<file path="config.mk">
export PLATFORM = sky130hd
export DESIGN_NAME = secure_message_replay_guard
export DESIGN_NICKNAME = d
export VERILOG_FILES = /design/src/srg_pkg.sv /design/src/srg_cell.sv /design/src/srg_chain.sv /design/src/secure_message_replay_guard.sv
export SDC_FILE = /design/constraint.sdc
export NUM_CORES = 2
export LEC_CHECK = 0
export BUFFER_PORTS_ARGS = -buffer_cell sky130_fd_sc_hd__buf_2
export CAP_MARGIN = 20
export CORE_MARGIN = 8
export CORE_UTILIZATION = 58
export CTS_CLUSTER_DIAMETER = 40
export DETAILED_ROUTE_END_ITERATION = 12
export PLACE_DENSITY = 0.74
export SYNTH_ARGS = -nofsm -noshare
export SYNTH_HDL_FRONTEND = slang
export SYNTH_SLANG_ARGS = --single-unit
</file>
<file path="constraint.sdc">
create_clock -name clk_i -period 171.2 [get_ports clk_i]
set_input_delay 8.56 -clock clk_i [delete_from_list [all_inputs] [get_ports clk_i]]
set_output_delay 8.56 -clock clk_i [all_outputs]
set_load 0.05 [all_outputs]
</file>
<file path="src/srg_pkg.sv">
// Shared constants and types for the replay guard.
`default_nettype none
package srg_pkg;

  localparam int unsigned CACHE_ENTRIES = 32;

  localparam int unsigned NONCE_HI_W = 32;
  localparam int unsigned NONCE_LO_W = 64;
  localparam int unsigned NONCE_W    = NONCE_HI_W + NONCE_LO_W;

  localparam int unsigned STATUS_W = 3;
  localparam int unsigned CFG_W    = 16;
  localparam int unsigned CFG_IDX_W = 1;
  localparam int unsigned COUNT_W  = 32;

  localparam logic [9:0] MIN_HEADER_LEN = 10'd18;
  localparam logic [7:0] DATA_MSG_TYPE  = 8'd3;

  localparam logic [CFG_W-1:0] EXPECTED_CT_LEN_RST = 16'd768;
  localparam logic [CFG_W-1:0] MAX_TEXT_LEN_RST    = 16'd64;

  // operations
  localparam logic OP_CHECK  = 1'b0;
  localparam logic OP_COMMIT = 1'b1;

  // register indexes
  localparam logic [CFG_IDX_W-1:0] REG_EXPECTED_CT_LEN = 1'b0;
  localparam logic [CFG_IDX_W-1:0] REG_MAX_TEXT_LEN    = 1'b1;

  // result status codes
  localparam logic [STATUS_W-1:0] STATUS_OK        = 3'd0;
  localparam logic [STATUS_W-1:0] STATUS_TOO_SHORT = 3'd1;
  localparam logic [STATUS_W-1:0] STATUS_BAD_TYPE  = 3'd2;
  localparam logic [STATUS_W-1:0] STATUS_BAD_CT    = 3'd3;
  localparam logic [STATUS_W-1:0] STATUS_TEXT_LONG = 3'd4;
  localparam logic [STATUS_W-1:0] STATUS_REPLAY    = 3'd5;

  // one cache entry as it moves along the chain
  typedef struct packed {
    logic               vld;
    logic [NONCE_W-1:0] nonce;
  } entry_t;

  // chain control: shift moves every entry one cell on,
  // load feeds a new nonce into the first cell instead of the wrapped head
  typedef struct packed {
    logic shift;
    logic load;
  } chain_ctrl_t;

endpackage
`default_nettype wire

</file>
<file path="src/srg_cell.sv">
// One cache cell: holds a nonce and its valid bit, takes the neighbor's on shift.
`default_nettype none
module srg_cell (
  input  logic            clk_i,
  input  logic            rst_ni,
  input  logic            shift_i,
  input  srg_pkg::entry_t entry_i,
  output srg_pkg::entry_t entry_o
);
  import srg_pkg::*;

  logic               vld_q;
  logic               vld_d;
  logic [NONCE_W-1:0] nonce_q;
  logic [NONCE_W-1:0] nonce_d;

  assign vld_d   = shift_i ? entry_i.vld   : vld_q;
  assign nonce_d = shift_i ? entry_i.nonce : nonce_q;

  always_ff @(posedge clk_i or negedge rst_ni) begin
    if (!rst_ni) begin
      vld_q <= 1'b0;
    end else begin
      vld_q <= vld_d;
    end
  end

  always_ff @(posedge clk_i) begin
    nonce_q <= nonce_d;
  end

  assign entry_o.vld   = vld_q;
  assign entry_o.nonce = nonce_q;

endmodule
`default_nettype wire

</file>
<file path="src/srg_chain.sv">
// Ring of cache cells with a nonce compare at the head cell.
`default_nettype none
module srg_chain #(
  parameter int unsigned CacheEntries = srg_pkg::CACHE_ENTRIES
) (
  input  logic                         clk_i,
  input  logic                         rst_ni,
  input  srg_pkg::chain_ctrl_t         ctrl_i,
  input  logic [srg_pkg::NONCE_W-1:0]  new_nonce_i,
  input  logic [srg_pkg::NONCE_W-1:0]  query_i,
  output logic                         head_match_o
);
  import srg_pkg::*;

  entry_t cell_in  [CacheEntries];
  entry_t cell_out [CacheEntries];
  entry_t feed;

  // first cell takes a fresh nonce on commit, else the head wraps around
  always_comb begin
    if (ctrl_i.load) begin
      feed.vld   = 1'b1;
      feed.nonce = new_nonce_i;
    end else begin
      feed = cell_out[CacheEntries-1];
    end
  end

  for (genvar i = 0; i < CacheEntries; i++) begin : g_cell
    if (i == 0) begin : g_first
      assign cell_in[i] = feed;
    end else begin : g_next
      assign cell_in[i] = cell_out[i-1];
    end

    srg_cell u_cell (
      .clk_i   (clk_i),
      .rst_ni  (rst_ni),
      .shift_i (ctrl_i.shift),
      .entry_i (cell_in[i]),
      .entry_o (cell_out[i])
    );
  end

  assign head_match_o = cell_out[CacheEntries-1].vld &&
                        (cell_out[CacheEntries-1].nonce == query_i);

endmodule
`default_nettype wire

</file>
<file path="src/secure_message_replay_guard.sv">
// Top level of the replay guard: header checks, cache walk control, result register.
//
// Input channel (in_valid_i/in_ready_o) takes one word per item: a check or a
// commit. Output channel (out_valid_o/out_ready_i) returns one word per item
// with status_o and replay_total_o. Config is a plain write port
// (cfg_we_i, cfg_idx_i, cfg_data_i), to be written by the user only while idle;
// the block itself has no guard for this. A commit shifts the nonce into the
// cell chain, evicting the oldest entry; its result is registered and shown in
// the cycle after acceptance. A check that fails a header test also answers in
// the cycle after acceptance. A check that passes the header tests walks the
// ring of CacheEntries cells: the ring rotates one cell a cycle past a single
// comparator at the head, then the result state loads the output register once
// the receiver is free; no new item is taken during the walk. Commits and
// rejected checks are taken one per cycle while the receiver keeps up.
// Reset clears the valid bits of all cells, the replay counter, and restores
// the config registers; no clearing pass is needed.
// While the receiver stalls, the result holds in the output register and no
// new item is taken until it has been delivered or is being delivered.
`default_nettype none
module secure_message_replay_guard #(
  parameter int unsigned CacheEntries = srg_pkg::CACHE_ENTRIES
) (
  input  logic                             clk_i,
  input  logic                             rst_ni,

  input  logic                             in_valid_i,
  output logic                             in_ready_o,
  input  logic                             op_i,
  input  logic [9:0]                       pay_bytes_i,
  input  logic [7:0]                       msg_type_i,
  input  logic [15:0]                      ct_bytes_i,
  input  logic [15:0]                      txt_bytes_i,
  input  logic [srg_pkg::NONCE_HI_W-1:0]   nonce_hi_i,
  input  logic [srg_pkg::NONCE_LO_W-1:0]   nonce_lo_i,

  output logic                             out_valid_o,
  input  logic                             out_ready_i,
  output logic [srg_pkg::STATUS_W-1:0]     status_o,
  output logic [srg_pkg::COUNT_W-1:0]      replay_total_o,

  input  logic                             cfg_we_i,
  input  logic [srg_pkg::CFG_IDX_W-1:0]    cfg_idx_i,
  input  logic [srg_pkg::CFG_W-1:0]        cfg_data_i
);
  import srg_pkg::*;

  localparam int unsigned CntW    = (CacheEntries > 1) ? $clog2(CacheEntries) : 1;
  localparam logic [CntW-1:0] LastCnt = CntW'(CacheEntries - 1);

  localparam logic [1:0] ST_IDLE   = 2'd0;
  localparam logic [1:0] ST_WALK   = 2'd1;
  localparam logic [1:0] ST_RESULT = 2'd2;

  logic [1:0]          state_q, state_d;
  logic [CntW-1:0]     cnt_q, cnt_d;
  logic                hit_q, hit_d;
  logic [NONCE_W-1:0]  query_q, query_d;
  logic                out_valid_q, out_valid_d;
  logic [STATUS_W-1:0] status_q, status_d;
  logic [COUNT_W-1:0]  replay_q, replay_d;
  logic [CFG_W-1:0]    exp_ct_q, exp_ct_d;
  logic [CFG_W-1:0]    max_text_q, max_text_d;

  logic                out_free;
  logic                accept;
  logic [STATUS_W-1:0] hdr_status;
  logic                head_match;
  chain_ctrl_t         ctrl;
  logic [NONCE_W-1:0]  in_nonce;

  assign in_nonce = {nonce_hi_i, nonce_lo_i};
  assign out_free = !out_valid_q || out_ready_i;
  assign in_ready_o = (state_q == ST_IDLE) && out_free;
  assign accept = in_valid_i && in_ready_o;

  // header tests in priority order
  always_comb begin
    if (pay_bytes_i < MIN_HEADER_LEN) begin
      hdr_status = STATUS_TOO_SHORT;
    end else if (msg_type_i != DATA_MSG_TYPE) begin
      hdr_status = STATUS_BAD_TYPE;
    end else if (ct_bytes_i != exp_ct_q) begin
      hdr_status = STATUS_BAD_CT;
    end else if (txt_bytes_i > max_text_q) begin
      hdr_status = STATUS_TEXT_LONG;
    end else begin
      hdr_status = STATUS_OK;
    end
  end

  always_comb begin
    exp_ct_d   = exp_ct_q;
    max_text_d = max_text_q;
    if (cfg_we_i) begin
      unique case (cfg_idx_i)
        REG_EXPECTED_CT_LEN: exp_ct_d   = cfg_data_i;
        REG_MAX_TEXT_LEN:    max_text_d = cfg_data_i;
        default: ;
      endcase
    end
  end

  always_comb begin
    state_d     = state_q;
    cnt_d       = cnt_q;
    hit_d       = hit_q;
    query_d     = query_q;
    status_d    = status_q;
    replay_d    = replay_q;
    out_valid_d = out_valid_q && !out_ready_i;
    ctrl.shift  = 1'b0;
    ctrl.load   = 1'b0;

    unique case (state_q)
      ST_IDLE: begin
        if (accept) begin
          if (op_i == OP_COMMIT) begin
            ctrl.shift  = 1'b1;
            ctrl.load   = 1'b1;
            status_d    = STATUS_OK;
            out_valid_d = 1'b1;
          end else if (hdr_status != STATUS_OK) begin
            status_d    = hdr_status;
            out_valid_d = 1'b1;
          end else begin
            query_d = in_nonce;
            cnt_d   = '0;
            hit_d   = 1'b0;
            state_d = ST_WALK;
          end
        end
      end
      ST_WALK: begin
        // rotate the ring; after CacheEntries steps every entry passed the head
        ctrl.shift = 1'b1;
        hit_d      = hit_q || head_match;
        cnt_d      = cnt_q + 1'b1;
        if (cnt_q == LastCnt) begin
          state_d = ST_RESULT;
        end
      end
      ST_RESULT: begin
        if (out_free) begin
          out_valid_d = 1'b1;
          if (hit_q) begin
            status_d = STATUS_REPLAY;
            if (replay_q != '1) begin
              replay_d = replay_q + 1'b1;
            end
          end else begin
            status_d = STATUS_OK;
          end
          state_d = ST_IDLE;
        end
      end
      default: begin
        state_d = ST_IDLE;
      end
    endcase
  end

  always_ff @(posedge clk_i or negedge rst_ni) begin
    if (!rst_ni) begin
      state_q     <= ST_IDLE;
      cnt_q       <= '0;
      hit_q       <= 1'b0;
      out_valid_q <= 1'b0;
      replay_q    <= '0;
      exp_ct_q    <= EXPECTED_CT_LEN_RST;
      max_text_q  <= MAX_TEXT_LEN_RST;
    end else begin
      state_q     <= state_d;
      cnt_q       <= cnt_d;
      hit_q       <= hit_d;
      out_valid_q <= out_valid_d;
      replay_q    <= replay_d;
      exp_ct_q    <= exp_ct_d;
      max_text_q  <= max_text_d;
    end
  end

  always_ff @(posedge clk_i) begin
    query_q  <= query_d;
    status_q <= status_d;
  end

  srg_chain #(
    .CacheEntries (CacheEntries)
  ) u_chain (
    .clk_i        (clk_i),
    .rst_ni       (rst_ni),
    .ctrl_i       (ctrl),
    .new_nonce_i  (in_nonce),
    .query_i      (query_q),
    .head_match_o (head_match)
  );

  assign out_valid_o    = out_valid_q;
  assign status_o       = status_q;
  assign replay_total_o = replay_q;

endmodule
`default_nettype wire

</file>
* Word level (Yosys, flattened, before mapping)
Index checks and enable logic that the tools add are counted.
** Word-level totals
- Logic and storage cells :: 146
- Register bits :: 3276
- Input port bits :: 169
** Cells by class
- Reduce and logical (&&, ||, !) cells :: 19
- Bitwise logic cells :: 3
- Equal/unequal tests :: 13
- $lt $le $gt $ge :: 2
- Add/sub/neg operators :: 2
- Muxes and demuxes :: 34
** Operators with widths (count)
- 97-bit two-way mux :: 1
- 96-bit equality test :: 1
- 32-bit by 1-bit adder with 32-bit output, second input constant :: 1
- 32-bit != test, second input constant :: 1
- 3-bit two-way mux :: 9
- 16-bit greater-than comparator :: 1
- 16-bit != test :: 1
- 4-bit AND reduction :: 4
- 5-bit two-way mux :: 3
- 2-bit two-way mux :: 7
- 10-bit by 5-bit < comparator with 1-bit output, second input constant :: 1
- 2-bit != test, second input constant :: 5
- 5-bit one-hot mux with 2 select lines :: 1
- 1-bit two-way mux :: 8
- 8-bit by 2-bit != test with 1-bit output, second input constant :: 1
- 1-bit one-hot mux with 2 select lines :: 3
- 2-bit one-hot mux with 3 select lines :: 1
- 3-bit one-hot mux with 2 select lines :: 1
- 5-bit by 1-bit adder with 5-bit output, second input constant :: 1
- 5-bit equality test, second input constant :: 1
- 5-bit AND reduction :: 1
- 1-bit logical AND :: 4
- 2-bit AND reduction :: 2
- 2-bit nonzero test :: 2
- 8 further kinds :: 12

* Longest topological paths before layout
- Depth after elaboration :: 10
- Depth in mapped cells :: 9
- Gate-level depth less buffers :: 8

* Cells and area by module
A second synthesis with hierarchy kept.
** Second synthesis, totals
- Cell total of the unflattened synthesis :: 3919
- Area total of the unflattened synthesis :: 102975.0 sq um
** Modules (own cells, without submodules)
- srg_cell :: instances 32, cells an instance 99, area an instance 2930.3 sq um
- secure_message_replay_guard :: instances 1, cells an instance 453, area an instance 6861.6 sq um
- srg_chain :: instances 1, cells an instance 298, area an instance 2343.5 sq um

* Worst setup path before layout
Ideal clock, no wire load.
- Path type :: in2reg
- Start point :: in out_ready_i
- End point :: reg u_chain.g_cell[0].u_cell.nonce_q[0] (enable)
- Data required time :: 167.813 ns
- Cell stages on the path :: 5
- Slack :: 98.621 ns
- Setup time :: 3.387 ns
- Arrival :: 69.192 ns
- Path through :: nor2b_1 -> nor3_2 -> a31oi_1 -> buf_4 -> inv_1
** Between the ends
- Longest elaborated chain between the ends :: 5
** RTL lines
- start: declaration :: line secure_message_replay_guard.sv:37 : input logic out_ready_i,
- 1-bit logical OR :: line secure_message_replay_guard.sv:72 : assign out_free = !out_valid_q || out_ready_i;
- 1-bit logical AND :: line secure_message_replay_guard.sv:73 : assign in_ready_o = (state_q == ST_IDLE) && out_free;
- named net in_ready_o :: line secure_message_replay_guard.sv:27 : output logic in_ready_o,
- 1-bit logical AND :: line secure_message_replay_guard.sv:74 : assign accept = in_valid_i && in_ready_o;
- 2-bit two-way mux :: line secure_message_replay_guard.sv:116 : if (accept) begin
- 1-bit one-hot mux with 2 select lines :: line secure_message_replay_guard.sv:114 : unique case (state_q)
- named net u_chain.g_cell[0].u_cell.shift_i :: line srg_cell.sv:6 : input logic shift_i,
- end signal: assignment :: line srg_cell.sv:29 : nonce_q <= nonce_d;
- end: declaration :: line srg_cell.sv:14 : logic [NONCE_W-1:0] nonce_q;
The timed path passes the listed nets, and every way through them passes these cells.
A chain may end at the register's enable or synchronous reset.

* Worst setup path in the final report
- Start point :: in out_ready_i
- End point :: out in_ready_o
** Between the ends
- Longest elaborated chain between the ends :: 2
** RTL lines (line)
- 1-bit logical OR :: secure_message_replay_guard.sv:72
- 1-bit logical AND :: secure_message_replay_guard.sv:73
- end: declaration :: secure_message_replay_guard.sv:27
No other way between the ends.

==> flow_summary.ini <==
[worst_setup_path]
cp_max_fo = 5
cp-start-kind = input pin
critPathKind = in2out
required_ns = 162.64
arrival_ns = 9.55
ff2ff_path_depth = 11
cp-end-kind = output port

[grt]
grt-ovfl-total = 0
grt_pass1_wl_um = 253000
antenna_found_initial = 57
grt_max_degree = 236
track_usage = 0.176
grt_pass1_vias = 39300

[cells_and_area]
drive_above_1_share = 0.211
stdcell_count = 7111
fin_area_um2 = 119000
area_growth_pct = 16.2
final_nets = 4662

[die]
dieHeight_um = 437
core_um2 = 176000
rows = 154
start_util = 0.584
die_w_um = 437
ios = 206
dieArea_um2 = 191000

[outcome]
outcome = finished clean

[clock_tree]
cts_tree = built
cts_resized = 0
clk_latency_ns = 0.94
clk_pin_slew_ns = 0.05
cts_max_level = 5
holdBufCountCts = 0
ctsLongestPathBuffers = 4
clock-root-buffer = clkbuf_16
cts_buffers = 374
cts_num_sinks = 3276
post-cts-setup-buffers = 0

[timing]
max_slew_margin = 0.173
worst_slew_pin_slew_ns = 1.24
setup_violations = 0
finalCritPeriodShare = 0.106
grt_setup_unrepaired = no
min_period_ns = 18.11
whs_ns = 0.354
setup_tns_ns = 0
final_hold_viol_count = 0
max_freq_ghz = 0.0552
drv_slew = 0
fin_skew_ns = 0.0947

[worst_hold_path]
whs_path_depth = 0
hp-class = reg2reg

[placed_design]
place_area_um2 = 107000
dp_hpwl_um = 76400
io_buffers = 204
gp_congestion = 0.867
dp.cells = 6432

[synthesis]
ys.warnings.count = 0
synth_flop_cell = edfxtp_1
synth-seq-area-share = 0.953
synth.avg_cell_area_um2 = 26.5
synthCells = 3870
synth_seq_cells = 3276
syn_nets = 4058
synth_edf_count = 3171
syn_area_um2 = 103000
synth_async_sr_flop_share = 0.0321
synth_cell_types = 55

[drt]
drt_iter0_drc = 3872
wl_met3_um = 10300
ant_nets = 0
avgViaCountPerCell = 5.43
routed_wl_um = 172000
route.met2.wl_um = 82300
wire_per_inst_um = 24.2
drc = 0
detail_route.first_pass.iterations = 6
wl_met1_um = 72600
num_vias = 38600
top_layer = met5

[power]
ir_drop_mv = 0.0117
p_leak_uw = 0.0396
powerDensity_nw_per_um2 = 14.6
power_uw = 1740

[flow_run]
timing.max_cap.violations = 0
[critical path, stage by stage]
cell and delay, ns:
buf_2 0.10, nor2b_1 0.10, nor3_2 0.41, buf_2 0.38
[routing by layer]
| layer | GRT usage | up-vias |
|---|---|---|
| met5 | 0 | - |
| met4 | 0.0784 | 4 |
| met3 | 0.0364 | 427 |
| met2 | 0.275 | 1438 |
| met1 | 0.246 | 19900 |
| li1 | - | 16800 |
[logic make-up (layout without fill, tap and decap cells)]
logic type / Yosys count / in the layout / synth area share
muxes: 163 / 163 / 0.0179
and+or+nand+nor: 172 / 172 / 0.0101
other: 0 / 13 / 0
DFF: 3276 / 3276 / 0.953
adders and majority gates: 19 / 19 / 0.00232
AOI/OAI and AO/OA: 60 / 60 / 0.00433
buffers and inverters: 75 / 963 / 0.00321
xor gates and xnor gates: 105 / 105 / 0.00896
[where the power goes]
part	internal (uW)	total (uW)	switching, uW
combinational	7.16	27.3	20.1
clock	466	792	325
sequential	910	920	10.6
[state kept, by name, indices dropped and copies added (netlist names)]
| register | cells |
|---|---|
| max_text_q | 16 |
| cnt_q | 5 |
| u_chain.g_cell.u_cell.vld_q | 32 |
| exp_ct_q | 16 |
| state_q | 2 |
| replay_total_o | 32 |
| u_chain.g_cell.u_cell.nonce_q | 3072 |
| status_o | 3 |
| hit_q | 1 |
| out_valid_o | 1 |
| query_q | 96 |
[cells in the final DEF (no fill, tap or decap), types with 7 or more instances in the layout]
cell / n
edfxtp_1: 3171
clkbuf_16: 379
buf_2: 205
mux2_2: 153
dfrtp_1: 102
xor2_1: 56
inv_1: 54
xnor2_1: 49
clkbuf_1: 44
inv_6: 40
clkinv_1: 39
bufinv_16: 36
clkinv_2: 34
clkinvlp_4: 34
buf_4: 33
clkinv_4: 30
nor2b_1: 27
nand4_1: 25
nor2_1: 22
nand2_1: 19
ha_1: 19
nor4_1: 17
nand2b_1: 16
inv_8: 14
diode_2: 13
a21oi_1: 13
nand3_1: 13
o22ai_1: 9
clkinv_8: 8
nor4_2: 7
[Yosys cell counts, types with 4 or more instances]
cell type | n | area, um2
dfrtp_1 | 102 | 2550
inv_1 | 55 | 206
buf_4 | 6 | 45.0
nor4_1 | 18 | 113
and3_1 | 4 | 25.0
o2111ai_1 | 5 | 43.8
a21oi_1 | 13 | 65.1
nor2_1 | 22 | 82.6
nand2b_1 | 16 | 100
nand4_1 | 25 | 156
a2111o_1 | 6 | 67.6
nor2b_1 | 27 | 169
mux2_1 | 6 | 67.6
nor3_1 | 6 | 30.0
o22ai_1 | 9 | 56.3
xor2_1 | 56 | 490
nand2_1 | 19 | 71.3
edfxtp_1 | 3171 | 95200
nand3_1 | 14 | 70.1
xnor2_1 | 49 | 429
ha_1 | 19 | 238
nor4_2 | 6 | 75.1
mux2_2 | 153 | 1720
buf_2 | 8 | 40.0
nor3_2 | 4 | 40.0
[worst paths after layout]
path	start	end	slack, ns
hold reg to reg	u_chain.g_cell[16].u_cell.nonce_q[85]	u_chain.g_cell[17].u_cell.nonce_q[85]	0.35
max in group asynchronous	rst_ni	exp_ct_q[14]	162.32
hold / removal	u_chain.g_cell[16].u_cell.nonce_q[85]	u_chain.g_cell[17].u_cell.nonce_q[85]	0.35
setup / recovery	out_ready_i	in_ready_o	153.09
min in group asynchronous	rst_ni	replay_total_o[21]	7.71
setup reg to reg	out_valid_o	u_chain.g_cell[17].u_cell.nonce_q[57]	163.89
[metrics by stage]
step,util,setup slack [ns]
3_3_place_gp,0.607,153.10
4_1_cts,0.677,153.05
5_1_grt,0.678,152.99
3_5_place_dp,0.608,153.07
2_1_floorplan,-,98.62
6_report,0.678,153.09
[area by class of cell]
class | instances | area (um2)
clock inverter | 235 | 2560
inverter | 55 | 214
timing repair buffer | 248 | 1510
multi-input combinational | 519 | 4510
fill | 9923 | 56600
tap | 2340 | 2930
sequential | 3276 | 97900
antenna | 13 | 32.5
clock buffer | 425 | 9680
Note: power is estimated with default switching activity, not from simulation.
